## config.mk

```make
export PLATFORM = sky130hd
export DESIGN_NAME = mandelbrot_escape_pixel
export DESIGN_NICKNAME = d
export VERILOG_FILES = /design/src/hw/rtl/mep_pkg.sv /design/src/hw/rtl/mep_mul.sv /design/src/hw/rtl/mandelbrot_escape_pixel.sv
export SDC_FILE = /design/constraint.sdc
export NUM_CORES = 2
export LEC_CHECK = 0
export BUFFER_PORTS_ARGS = -buffer_cell sky130_fd_sc_hd__buf_2
export CELL_PAD_IN_SITES_DETAIL_PLACEMENT = 1
export CELL_PAD_IN_SITES_GLOBAL_PLACEMENT = 1
export CORE_UTILIZATION = 55
export CTS_CLUSTER_SIZE = 25
export DETAILED_ROUTE_END_ITERATION = 6
export PLACE_DENSITY_LB_ADDON = 0.05
export SLEW_MARGIN = 30
export SYNTH_ARGS = -nofsm -noshare
export SYNTH_HDL_FRONTEND = slang
export SYNTH_HIERARCHICAL = 1
export SYNTH_SLANG_ARGS = --single-unit
```

## constraint.sdc

```tcl
create_clock -name clk -period 18.2 [get_ports clk]
set_input_delay 0.91 -clock clk [delete_from_list [all_inputs] [get_ports clk]]
set_output_delay 0.91 -clock clk [all_outputs]
set_load 0.05 [all_outputs]
```

## src/hw/rtl/mep_pkg.sv

```systemverilog
// shared constants and types for the mandelbrot escape-time pixel block
`timescale 1ns / 1ps

package mep_pkg;

    // fixed-point format of c, x and y
    localparam int MEP_FRAC_BITS = 28;
    localparam int MEP_VAL_W     = 32;
    localparam int MEP_PROD_W    = 2 * MEP_VAL_W;

    // field widths
    localparam int MEP_IDX_W     = 9;
    localparam int MEP_STEP_W    = 31;
    localparam int MEP_ITER_W    = 10;
    localparam int MEP_COLOR_W   = 24;

    // stream word widths (padded to whole bytes)
    localparam int MEP_IN_W      = 24;
    localparam int MEP_OUT_W     = 40;

    // configuration port
    localparam int MEP_ADDR_W    = 4;
    localparam int MEP_DATA_W    = 32;

    // register reset values
    localparam logic [MEP_VAL_W-1:0]  MEP_ORIGIN_RE_RST   = 32'hE000_0000;
    localparam logic [MEP_VAL_W-1:0]  MEP_ORIGIN_IM_RST   = 32'hE800_0000;
    localparam logic [MEP_STEP_W-1:0] MEP_STEP_RST        = 31'd1572864;
    localparam logic [MEP_ITER_W-1:0] MEP_ROUND_LIMIT_RST = 10'd200;

    // pixel colors
    localparam logic [MEP_COLOR_W-1:0] MEP_INSIDE_COLOR  = 24'h0000FF;
    localparam logic [MEP_COLOR_W-1:0] MEP_OUTSIDE_COLOR = 24'h000000;

    // register index, taken from paddr[3:2]
    typedef enum logic [1:0] {
        REG_ORIGIN_RE   = 2'd0,
        REG_ORIGIN_IM   = 2'd1,
        REG_STEP        = 2'd2,
        REG_ROUND_LIMIT = 2'd3
    } reg_idx_t;

endpackage

```

## src/hw/rtl/mep_mul.sv

```systemverilog
// shared signed 32x32 multiplier with registered 64-bit product
`timescale 1ns / 1ps

module mep_mul
    import mep_pkg::*;
(
    input  logic                          clk,
    input  logic signed [MEP_VAL_W-1:0]   a,
    input  logic signed [MEP_VAL_W-1:0]   b,
    output logic signed [MEP_PROD_W-1:0]  p_reg
);

    // exact product, registered
    always_ff @(posedge clk)
    begin
        p_reg <= a * b;
    end

endmodule

```

## src/hw/rtl/mandelbrot_escape_pixel.sv

```systemverilog
// Mandelbrot escape-time evaluator for one pixel per input word
//
// Usage: write origin_re, origin_im, step and the round limit over the APB
// port (byte addresses 0, 4, 8, 12) while the block is idle. Each input word
// on the s_ channel carries a pixel column and row; c = origin + index*step is
// formed in signed fixed point and z = z^2 + c is iterated from zero.
// One result word per input word leaves on the m_ channel.
// The number of rounds run is at most the round limit; when c itself
// overflows, no round is run. All products go through one registered
// 32x32 multiplier, three products per round plus an evaluate step.
// s_tready is high only while the sequencer is idle; one pixel is in work
// at a time. The finished word sits in the output register, so a new pixel
// is taken while the receiver stalls; a second finished word waits in the
// sequencer until the output register frees.
// Reset clears the sequencer and the output valid and loads the register
// defaults (-2.0, -1.5, 3/512, 200 rounds).

module mandelbrot_escape_pixel
    import mep_pkg::*;
#(
    parameter int FRAC_BITS = MEP_FRAC_BITS
)(
    input  logic                    clk,
    input  logic                    rst_n,
    // configuration port
    input  logic                    psel,
    input  logic                    penable,
    input  logic                    pwrite,
    input  logic [MEP_ADDR_W-1:0]   paddr,
    input  logic [MEP_DATA_W-1:0]   pwdata,
    output logic [MEP_DATA_W-1:0]   prdata,
    output logic                    pready,
    // pixel input
    input  logic                    s_tvalid,
    output logic                    s_tready,
    input  logic [MEP_IN_W-1:0]     s_tdata,   // column[8:0], row[17:9], zero pad
    // pixel result
    output logic                    m_tvalid,
    input  logic                    m_tready,
    output logic [MEP_OUT_W-1:0]    m_tdata,   // iteration_count[9:0], pixel_color[33:10]
    output logic [0:0]              m_tuser    // inside_res[0]
);

    localparam int  MAG_SHIFT = 2 * FRAC_BITS + 2;
    localparam logic BOUNDED  = (MAG_SHIFT <= 63);
    localparam logic [MEP_PROD_W-1:0] MAG_LIMIT =
        BOUNDED ? (64'd1 << MAG_SHIFT) : 64'd0;

    typedef enum logic [2:0] {
        ST_IDLE,
        ST_CX,
        ST_CY,
        ST_MXX,
        ST_MYY,
        ST_MXY,
        ST_EVAL,
        ST_DONE
    } state_t;

    // configuration registers
    logic signed [MEP_VAL_W-1:0]  origin_re_reg;
    logic signed [MEP_VAL_W-1:0]  origin_im_reg;
    logic [MEP_STEP_W-1:0]        step_reg;
    logic [MEP_ITER_W-1:0]        round_limit_reg;

    // sequencer and datapath registers
    state_t                       state_reg;
    logic [MEP_IDX_W-1:0]         row_reg;
    logic                         cx_ovf_reg;
    logic signed [MEP_VAL_W-1:0]  cx_reg;
    logic signed [MEP_VAL_W-1:0]  cy_reg;
    logic signed [MEP_VAL_W-1:0]  x_reg;
    logic signed [MEP_VAL_W-1:0]  y_reg;
    logic signed [MEP_PROD_W-1:0] xx_reg;
    logic signed [MEP_PROD_W-1:0] yy_reg;
    logic [MEP_ITER_W-1:0]        round_reg;
    logic                         fresh_reg;
    logic                         res_inside_reg;
    logic [MEP_ITER_W-1:0]        res_count_reg;

    // output register
    logic                         m_tvalid_reg;
    logic                         out_inside_reg;
    logic [MEP_ITER_W-1:0]        out_count_reg;

    // multiplier connections
    logic signed [MEP_VAL_W-1:0]  mul_a;
    logic signed [MEP_VAL_W-1:0]  mul_b;
    logic signed [MEP_PROD_W-1:0] prod_reg;

    // evaluate-stage signals
    logic [41:0]                  c_sum;
    logic                         c_fits;
    logic [MEP_PROD_W-1:0]        mag;
    logic                         mag_escape;
    logic [MEP_ITER_W-1:0]        round_inc;
    logic                         limit_hit;
    logic signed [MEP_PROD_W-1:0] diff;
    logic signed [MEP_PROD_W-1:0] cx_ext;
    logic signed [MEP_PROD_W-1:0] cy_ext;
    logic signed [MEP_PROD_W-1:0] nx_wide;
    logic signed [MEP_PROD_W-1:0] ny_wide;
    logic                         step_ovf;

    logic                         cfg_wr;
    logic                         in_accept;
    logic                         out_free;

    // apb write and read
    assign pready = 1'b1;
    assign cfg_wr = psel & penable & pwrite & pready;

    always_ff @(posedge clk or negedge rst_n)
    begin
        if (!rst_n)
        begin
            origin_re_reg   <= MEP_ORIGIN_RE_RST;
            origin_im_reg   <= MEP_ORIGIN_IM_RST;
            step_reg        <= MEP_STEP_RST;
            round_limit_reg <= MEP_ROUND_LIMIT_RST;
        end
        else if (cfg_wr)
        begin
            case (reg_idx_t'(paddr[3:2]))
                REG_ORIGIN_RE:   origin_re_reg   <= pwdata;
                REG_ORIGIN_IM:   origin_im_reg   <= pwdata;
                REG_STEP:        step_reg        <= pwdata[MEP_STEP_W-1:0];
                REG_ROUND_LIMIT: round_limit_reg <= pwdata[MEP_ITER_W-1:0];
                default:         ;
            endcase
        end
    end

    always_comb
    begin
        case (reg_idx_t'(paddr[3:2]))
            REG_ORIGIN_RE:   prdata = origin_re_reg;
            REG_ORIGIN_IM:   prdata = origin_im_reg;
            REG_STEP:        prdata = {1'b0, step_reg};
            REG_ROUND_LIMIT: prdata = {22'd0, round_limit_reg};
            default:         prdata = '0;
        endcase
    end

    // handshakes
    assign s_tready  = (state_reg == ST_IDLE);
    assign in_accept = s_tvalid & s_tready;
    assign out_free  = ~m_tvalid_reg | m_tready;

    // multiplier operand select
    always_comb
    begin
        case (state_reg)
            ST_IDLE:
            begin
                mul_a = {23'd0, s_tdata[MEP_IDX_W-1:0]};
                mul_b = {1'b0, step_reg};
            end
            ST_CX:
            begin
                mul_a = {23'd0, row_reg};
                mul_b = {1'b0, step_reg};
            end
            ST_MXX:
            begin
                mul_a = x_reg;
                mul_b = x_reg;
            end
            ST_MYY:
            begin
                mul_a = y_reg;
                mul_b = y_reg;
            end
            default:
            begin
                mul_a = x_reg;
                mul_b = y_reg;
            end
        endcase
    end

    mep_mul u_mul (
        .clk   (clk),
        .a     (mul_a),
        .b     (mul_b),
        .p_reg (prod_reg)
    );

    // c = origin + index*step, origin chosen by state
    always_comb
    begin
        if (state_reg == ST_CX)
            c_sum = {{10{origin_re_reg[31]}}, origin_re_reg} + {1'b0, prod_reg[40:0]};
        else
            c_sum = {{10{origin_im_reg[31]}}, origin_im_reg} + {1'b0, prod_reg[40:0]};
    end
    assign c_fits = (&c_sum[41:31]) | ~(|c_sum[41:31]);

    // escape test on the previous round's z
    assign mag        = xx_reg + yy_reg;
    assign mag_escape = fresh_reg & BOUNDED & (mag > MAG_LIMIT);
    assign round_inc  = round_reg + MEP_ITER_W'(fresh_reg);
    assign limit_hit  = (round_inc >= round_limit_reg);

    // next z, product of x and y straight from the multiplier
    assign diff     = xx_reg - yy_reg;
    assign cx_ext   = {{32{cx_reg[31]}}, cx_reg};
    assign cy_ext   = {{32{cy_reg[31]}}, cy_reg};
    assign nx_wide  = cx_ext + (diff >>> FRAC_BITS);
    assign ny_wide  = cy_ext + (prod_reg >>> (FRAC_BITS - 1));
    assign step_ovf = ~((&nx_wide[63:31]) | ~(|nx_wide[63:31]))
                    | ~((&ny_wide[63:31]) | ~(|ny_wide[63:31]));

    // sequencer and output register
    always_ff @(posedge clk or negedge rst_n)
    begin
        if (!rst_n)
        begin
            state_reg    <= ST_IDLE;
            m_tvalid_reg <= 1'b0;
            fresh_reg    <= 1'b0;
        end
        else
        begin
            // load a finished word, or free the register once taken
            if (state_reg == ST_DONE && out_free)
            begin
                m_tvalid_reg   <= 1'b1;
                out_inside_reg <= res_inside_reg;
                out_count_reg  <= res_count_reg;
            end
            else if (m_tvalid_reg && m_tready)
            begin
                m_tvalid_reg <= 1'b0;
            end

            case (state_reg)
                ST_IDLE:
                begin
                    if (in_accept)
                    begin
                        row_reg   <= s_tdata[2*MEP_IDX_W-1:MEP_IDX_W];
                        state_reg <= ST_CX;
                    end
                end
                ST_CX:
                begin
                    cx_reg     <= c_sum[31:0];
                    cx_ovf_reg <= ~c_fits;
                    state_reg  <= ST_CY;
                end
                ST_CY:
                begin
                    cy_reg <= c_sum[31:0];
                    if (cx_ovf_reg || !c_fits)
                    begin
                        res_inside_reg <= 1'b0;
                        res_count_reg  <= '0;
                        state_reg      <= ST_DONE;
                    end
                    else
                    begin
                        x_reg     <= '0;
                        y_reg     <= '0;
                        round_reg <= '0;
                        fresh_reg <= 1'b0;
                        state_reg <= ST_MXX;
                    end
                end
                ST_MXX:
                begin
                    state_reg <= ST_MYY;
                end
                ST_MYY:
                begin
                    xx_reg    <= prod_reg;
                    state_reg <= ST_MXY;
                end
                ST_MXY:
                begin
                    yy_reg    <= prod_reg;
                    state_reg <= ST_EVAL;
                end
                ST_EVAL:
                begin
                    if (mag_escape)
                    begin
                        res_inside_reg <= 1'b0;
                        res_count_reg  <= round_reg;
                        state_reg      <= ST_DONE;
                    end
                    else if (limit_hit)
                    begin
                        res_inside_reg <= 1'b1;
                        res_count_reg  <= round_inc;
                        state_reg      <= ST_DONE;
                    end
                    else if (step_ovf)
                    begin
                        res_inside_reg <= 1'b0;
                        res_count_reg  <= round_inc;
                        state_reg      <= ST_DONE;
                    end
                    else
                    begin
                        x_reg     <= nx_wide[31:0];
                        y_reg     <= ny_wide[31:0];
                        round_reg <= round_inc;
                        fresh_reg <= 1'b1;
                        state_reg <= ST_MXX;
                    end
                end
                ST_DONE:
                begin
                    if (out_free)
                        state_reg <= ST_IDLE;
                end
                default:
                begin
                    state_reg <= ST_IDLE;
                end
            endcase
        end
    end

    // result word
    assign m_tvalid = m_tvalid_reg;
    assign m_tuser  = out_inside_reg;
    assign m_tdata  = {6'd0,
                       (out_inside_reg ? MEP_INSIDE_COLOR : MEP_OUTSIDE_COLOR),
                       out_count_reg};

endmodule
```

* Word-level counts from Yosys, hierarchy flattened *
Index checks and enable logic that the tools add are counted.

storage, ports and cells
  word-level logic and storage cells = 137
  flip-flop bits (word level) = 472
  RAM bits = 0
  latch bits = 0
  ROM bits = 0
  memories kept = 0

cells by class
  equal/unequal tests = 18
  magnitude comparators = 2
  reduce and logical (&&, ||, !) cells = 29
  multiplexer cells = 43
  $add $sub $neg = 7
  $mul = 1
  div/mod/pow operators = 0
  shift operators = 0
  bitwise logic cells = 16

operator list
  kind                    count
  $mux W32                7
  $pmux W32 S2            3
  $pmux W32 S4            1
  $pmux W32 S3            1
  $add A42 B41 Y42        2
  $mux W10                8
  $reduce_and A33 Y1      2
  $reduce_or A33 Y1       2
  $add A64 B64 Y64        1
  $gt A64 B59 Y1 const B  1
  $mul A32 B32 Y64        1
  $sub A64 B64 Y64        1
  $mux W42                1
  $pmux W10 S2            2
  $add A32 B37 Y38        1
  $add A32 B36 Y37        1
  $pmux W3 S8             1
  $reduce_and A2 Y1       10
  $mux W3                 6
  $eq A3 B3 Y1 const B    4
  $ne A2 B2 Y1 const B    6
  $reduce_and A11 Y1      1
  $reduce_or A11 Y1       1
  $add A10 B1 Y10         1
  24 further kinds        51

* Depth between registers and ports, before layout *
  depth after elaboration = 11
  mapped depth = 35
  mapped depth without buffers = 31

* Modules after synthesis *
Netlist, hierarchy kept.

modules (own cells, without submodules)
  module                   sequential area each (um2)  area each (um2)  cells an instance  times used
  mep_mul                  1281.2                      37289.5          3921               1
  mandelbrot_escape_pixel  11716.2                     30744.5          3206               1

* Least setup slack after synthesis *
No wires, ideal clock.

  path type = register to register
  from = register xx_reg[24]
  to = register round_reg[0] (enable)
  period minus slack after synthesis = 9.431 ns
  data required time = 17.693 ns
  arrival = 8.924 ns
  setup slack = 8.769 ns
  setup time = 0.507 ns
  path buffers = 1
  stages on the path, launching flop included = 29
  path through = edfxtp_1 ha_1 clkbuf_1 and3_1 nand3_1 a2111oi_0 nand2b_1 nand4_1 o21ai_0 a21oi_1 o21ai_0 a21oi_1 o21bai_1 a21oi_1 xnor2_1 ha_1 a21oi_1 o21bai_1 a2111oi_0 nor3_1 a21oi_1 o21ai_0 nor4_1 o32ai_1 or4_1 mux2i_1 and2_1 a41oi_1 nor2_1

on the way
  cells in the longest elaborated chain, start to end = 9
  elaborated cells between the ends (all ways) = 14

ends and longest elaborated chain
  what                             line                            source
  start: declaration               mandelbrot_escape_pixel.sv:74   logic signed [MEP_PROD_W-1:0] xx_reg;
  start signal: assignment         mandelbrot_escape_pixel.sv:276  xx_reg <= prod_reg;
  $sub A64 B64 Y64                 mandelbrot_escape_pixel.sv:206  assign diff = xx_reg - yy_reg;
  $add A32 B36 Y37                 mandelbrot_escape_pixel.sv:209  assign nx_wide = cx_ext + (diff >>> FRAC_BITS);
  $reduce_or A33 Y1                mandelbrot_escape_pixel.sv:211  assign step_ovf = ~((&nx_wide[63:31]) | ~(|nx_wide[63:31]))
  $not A1 Y1                       mandelbrot_escape_pixel.sv:211
  $or A1 B1 Y1                     mandelbrot_escape_pixel.sv:211
  $not A1 Y1                       mandelbrot_escape_pixel.sv:211
  $or A1 B1 Y1                     mandelbrot_escape_pixel.sv:212  | ~((&ny_wide[63:31]) | ~(|ny_wide[63:31]));
  $ne A2 B2 Y1 (no line)           n/a
  $reduce_and A6 Y1 (no line) (*)  n/a
  end signal: assignment           mandelbrot_escape_pixel.sv:308  round_reg <= round_inc;
  end: declaration                 mandelbrot_escape_pixel.sv:76   logic [MEP_ITER_W-1:0] round_reg;

Every way passes the cells marked *; elsewhere a longest branch is shown, timed or not.
A chain may end at the register's enable or synchronous reset.

* Worst setup path after layout *
  from = register state_reg[1]
  to = register u_mul.p_reg[63]

on the way
  cells in the longest elaborated chain, start to end = 4
  elaborated cells between the ends (all ways) = 8

ends and longest elaborated chain
  what                                                     line                            source
  start: declaration                                       mandelbrot_escape_pixel.sv:67   state_t state_reg;
  start signal: assignment                                 mandelbrot_escape_pixel.sv:219  state_reg <= ST_IDLE;
  start signal: assignment                                 mandelbrot_escape_pixel.sv:243  state_reg <= ST_CX;
  start signal: assignment                                 mandelbrot_escape_pixel.sv:250  state_reg <= ST_CY;
  $eq A3 B1 Y1 / $logic_not A3 Y1 (equally long branches)  mandelbrot_escape_pixel.sv:153  case (state_reg)
  $reduce_or A2 Y1 (no line)                               n/a
  $pmux W32 S2 (*)                                         mandelbrot_escape_pixel.sv:153
  named net mul_b[5]                                       mandelbrot_escape_pixel.sv:88   logic signed [MEP_VAL_W-1:0] mul_b;
  $mul A32 B32 Y64 (*)                                     mep_mul.sv:16                   p_reg <= a * b;
  end signal: assignment                                   mep_mul.sv:16
  end: declaration                                         mep_mul.sv:10                   output logic signed [MEP_PROD_W-1:0] p_reg

The timed path passes the listed nets; every way through them passes the cells marked *.

==> results.py <==
metrics = {
    "outcome": {
        "outcome": "completed",
    },
    "finish": {
        "net_count_final": 8603,
        "area.growth.synth_to_final_pct": 5.61,
        "fillCellCount": 13600,
        "post_route_cells_drive_above_1_share_pct": 7.71,
    },
    "place": {
        "dp_hpwl_um": 188000,
        "portBuffers": 111,
        "gpl.final_weighted_congestion": 0.978,
    },
    "sta": {
        "fmaxAchievable_mhz": 94.5,
        "final-max-slew-violation-count": 0,
        "finalSetupViolations": 0,
        "layout_worst_path_cycle_share_pct": 58.2,
        "worst_slew_margin_rel_pct": 28.7,
        "grt_setup_unrepaired": "no",
        "fin_setup_tns_ps": 0,
        "report.final.hold_viol_count": 0,
        "worst_slew_pin_slew_ps": 1070,
        "finalClockSkew_ps": 31.9,
        "fin_crit_ps": 10580,
    },
    "cts": {
        "cts_buffer_depth": 3,
        "cts.sink_count": 472,
        "post_cts_setup_inserts": 0,
        "worstSkewPairLatency_ps": 640,
        "cts_repair_resize_count": 0,
        "ctsHtreeMaxLevel": 2,
        "clkSlewWorstSetupHoldPaths_ps": 60,
        "post_cts_hold_buffers": 0,
        "cts_tree": "done",
        "clock_buffer_count_from_cts": 50,
        "clock-root-buffer": "sky130_fd_sc_hd__clkbuf_16",
    },
    "synth": {
        "ys.flop_type": "sky130_fd_sc_hd__edfxtp_1",
        "post_synthesis_xor_xnor_area_fraction_pct": 2.85,
        "synth_simple_gate_area_share_pct": 15.4,
        "post_synth_edffs": 298,
        "synth.yosys.seq_area_share_pct": 19.1,
        "ys_warn_count": 6,
        "synth.cell_area_mm2": 0.0680,
        "yosys-mux-area-fraction_pct": 3.29,
        "asyncSetResetFlopFracSynth_pct": 23.3,
        "synth-adder-area-share_pct": 40.0,
        "ys_types": 108,
        "post_synth.cell_area_avg_um2": 9.55,
        "synth_cells": 7127,
        "synth-compound-area-share_pct": 10.8,
        "main_combinational_cell_family_by_area_after_synthesis": "adder cells",
        "postSynthRegisterBits": 472,
    },
    "detailed_routing": {
        "initialDrtViolationCount": 4196,
        "detail_route.drc_violations": 0,
        "drtAntennaViolNets": 0,
        "first_pass_iters": 5,
        "routed-via-count": 53400,
        "drt-wirelength-per-cell_um": 27.5,
        "routed_via_density": 6.15,
        "overall_routed_net_length_um": 239000,
    },
    "global_route": {
        "largest_net_degree_at_the_start_of_global_routing": 69,
        "antenna_violations_before_repair": 11,
        "first_global_vias": 58900,
        "grt_first_pass_wirelength_um": 364000,
        "globalRouteTotalUtil_pct": 38.4,
        "gr-total-overflow": 0,
    },
    "floorplan": {
        "floorplan.initialDensity_pct": 55.7,
        "placeableCoreArea_mm2": 0.122,
        "ios": 143,
        "die_y_um": 354,
        "placementRows": 128,
        "chipWidth_um": 354,
        "die_area_mm2": 0.125,
    },
    "worst_setup_path": {
        "cp-start-kind": "flop",
        "max_stage_delay_ps": 850,
        "critical_path.top_delay_family": "adder cells",
        "worstPathBufferInverterCount": 8,
        "crit_slowest_cell": "sky130_fd_sc_hd__fa_1",
        "cp-end-kind": "flop",
        "cp_data_arrival_time_ps": 11100,
        "critPathKind": "reg2reg",
        "path_common_cell": "sky130_fd_sc_hd__fa_1",
        "critical_path.max_fanout": 52,
        "worst-endpoint-required_ps": 18710,
    },
    "run": {
        "cap_viol_max_count": 0,
    },
    "worst_hold_path": {
        "min-delay-path-class": "in2async",
    },
}
==> cell usage after synthesis (all sizes together) (139+ instances only) <==
library cell	instances	area, um2
inv	1127	4230
fa	1086	21700
nand2	749	2810
and2	543	3400
ha	436	5460
a21oi	322	1630
clkbuf	313	1170
nor2	301	1130
edfxtp	298	8950
o21ai	172	865
xnor2	155	1360
mux2	139	1570
==> cell usage in the layout, fill, tap and decap left out, drive strengths merged, types with 15 or more instances in the layout <==
master and n:
a221oi 22, a21oi 322, nand3 104, nor2 301
o21ai 172, nand2 749, fa 1086, o21a 35
nand2b 59, o22a 64, mux2 139, conb 23
buf 192, dfrtp 98, and3 45, nor2b 59
nor3 68, and2 543, dfxtp 64, o22ai 19
edfxtp 298, a2111oi 20, nor4 56, inv 1129
o31ai 39, xor2 66, o21bai 56, mux2i 45
or2 17, o211ai 30, a31oi 43, or4 15
clkbuf 69, xnor2 155, ha 436, a21o 95
clkinv 21, nand4 52, a211oi 52
==> per-layer routing <==
| metal | up-vias | track usage [%] | wire length, um |
|---|---|---|---|
| li1 | 22900 | - | - |
| met1 | 28200 | 49.4 | 94400 |
| met2 | 1937 | 65.2 | 117000 |
| met3 | 457 | 5.04 | 15600 |
| met4 | 10 | 16.5 | 11600 |
| met5 | - | 0 | 67 |
==> per-stage QoR <==
stage | hold slack [ps] | cell area (um2) | std cells | worst slack [ps] | util [%]
5_1_grt | 247 | 71800 | 8681 | 7340 | 58.8
6_report | 224 | 71800 | 8682 | 7620 | 58.8
2_1_floorplan | 400 | 68100 | 7148 | 8770 | -
3_5_place_dp | 408 | 70000 | 8587 | 7650 | 57.3
4_1_cts | 212 | 71800 | 8681 | 7650 | 58.7
3_3_place_gp | 401 | 70000 | 8587 | 7440 | 57.3
==> cells by family after synthesis <==
kind of cell | after synthesis
flip-flops | 472
buffers and inverters | 1508
XOR/XNOR | 221
AND/OR/NAND/NOR | 2111
AO/OA/AOI/OAI | 1097
multiplexers | 194
other | 2
adder cells (fa/ha/maj) | 1522
==> layout make-up <==
cell class | instances | area [um2] | share of cell area (%)
inverters | 1130 | 4240 | 5.90
flip-flops and latches | 472 | 13000 | 18.1
multi-input cells | 5168 | 49700 | 69.1
repair buffers | 192 | 1170 | 1.63
clock buffers | 69 | 1470 | 2.04
clock inverters | 25 | 279 | 0.388
well taps | 1625 | 2030 | 2.83
diodes | 1 | 2.50 | 0.00348
==> path summary, 6_finish.rpt <==
check                      depth (start not counted)                           start  slack (ps)                    endpoint
max reg2reg                                       29        state_reg[1]$_DFFE_PN0P_        7620     u_mul/p_reg[63]$_DFF_P_
min in group clk                                   0  res_count_reg[5]$_SDFFCE_PN0P_         420  out_count_reg[5]$_DFFE_PP_
min reg2reg                                        0  res_count_reg[5]$_SDFFCE_PN0P_         420  out_count_reg[5]$_DFFE_PP_
max                                               29        state_reg[1]$_DFFE_PN0P_        7620     u_mul/p_reg[63]$_DFF_P_
max in group asynchronous                          2                           rst_n       16970    step_reg[25]$_DFFE_PN0P_
min                                                1                           rst_n         220     step_reg[7]$_DFFE_PN0P_
Power is left out: the tool's default activity adds up to more than one toggle a clock period on the data nets, which glitch-free logic cannot reach.
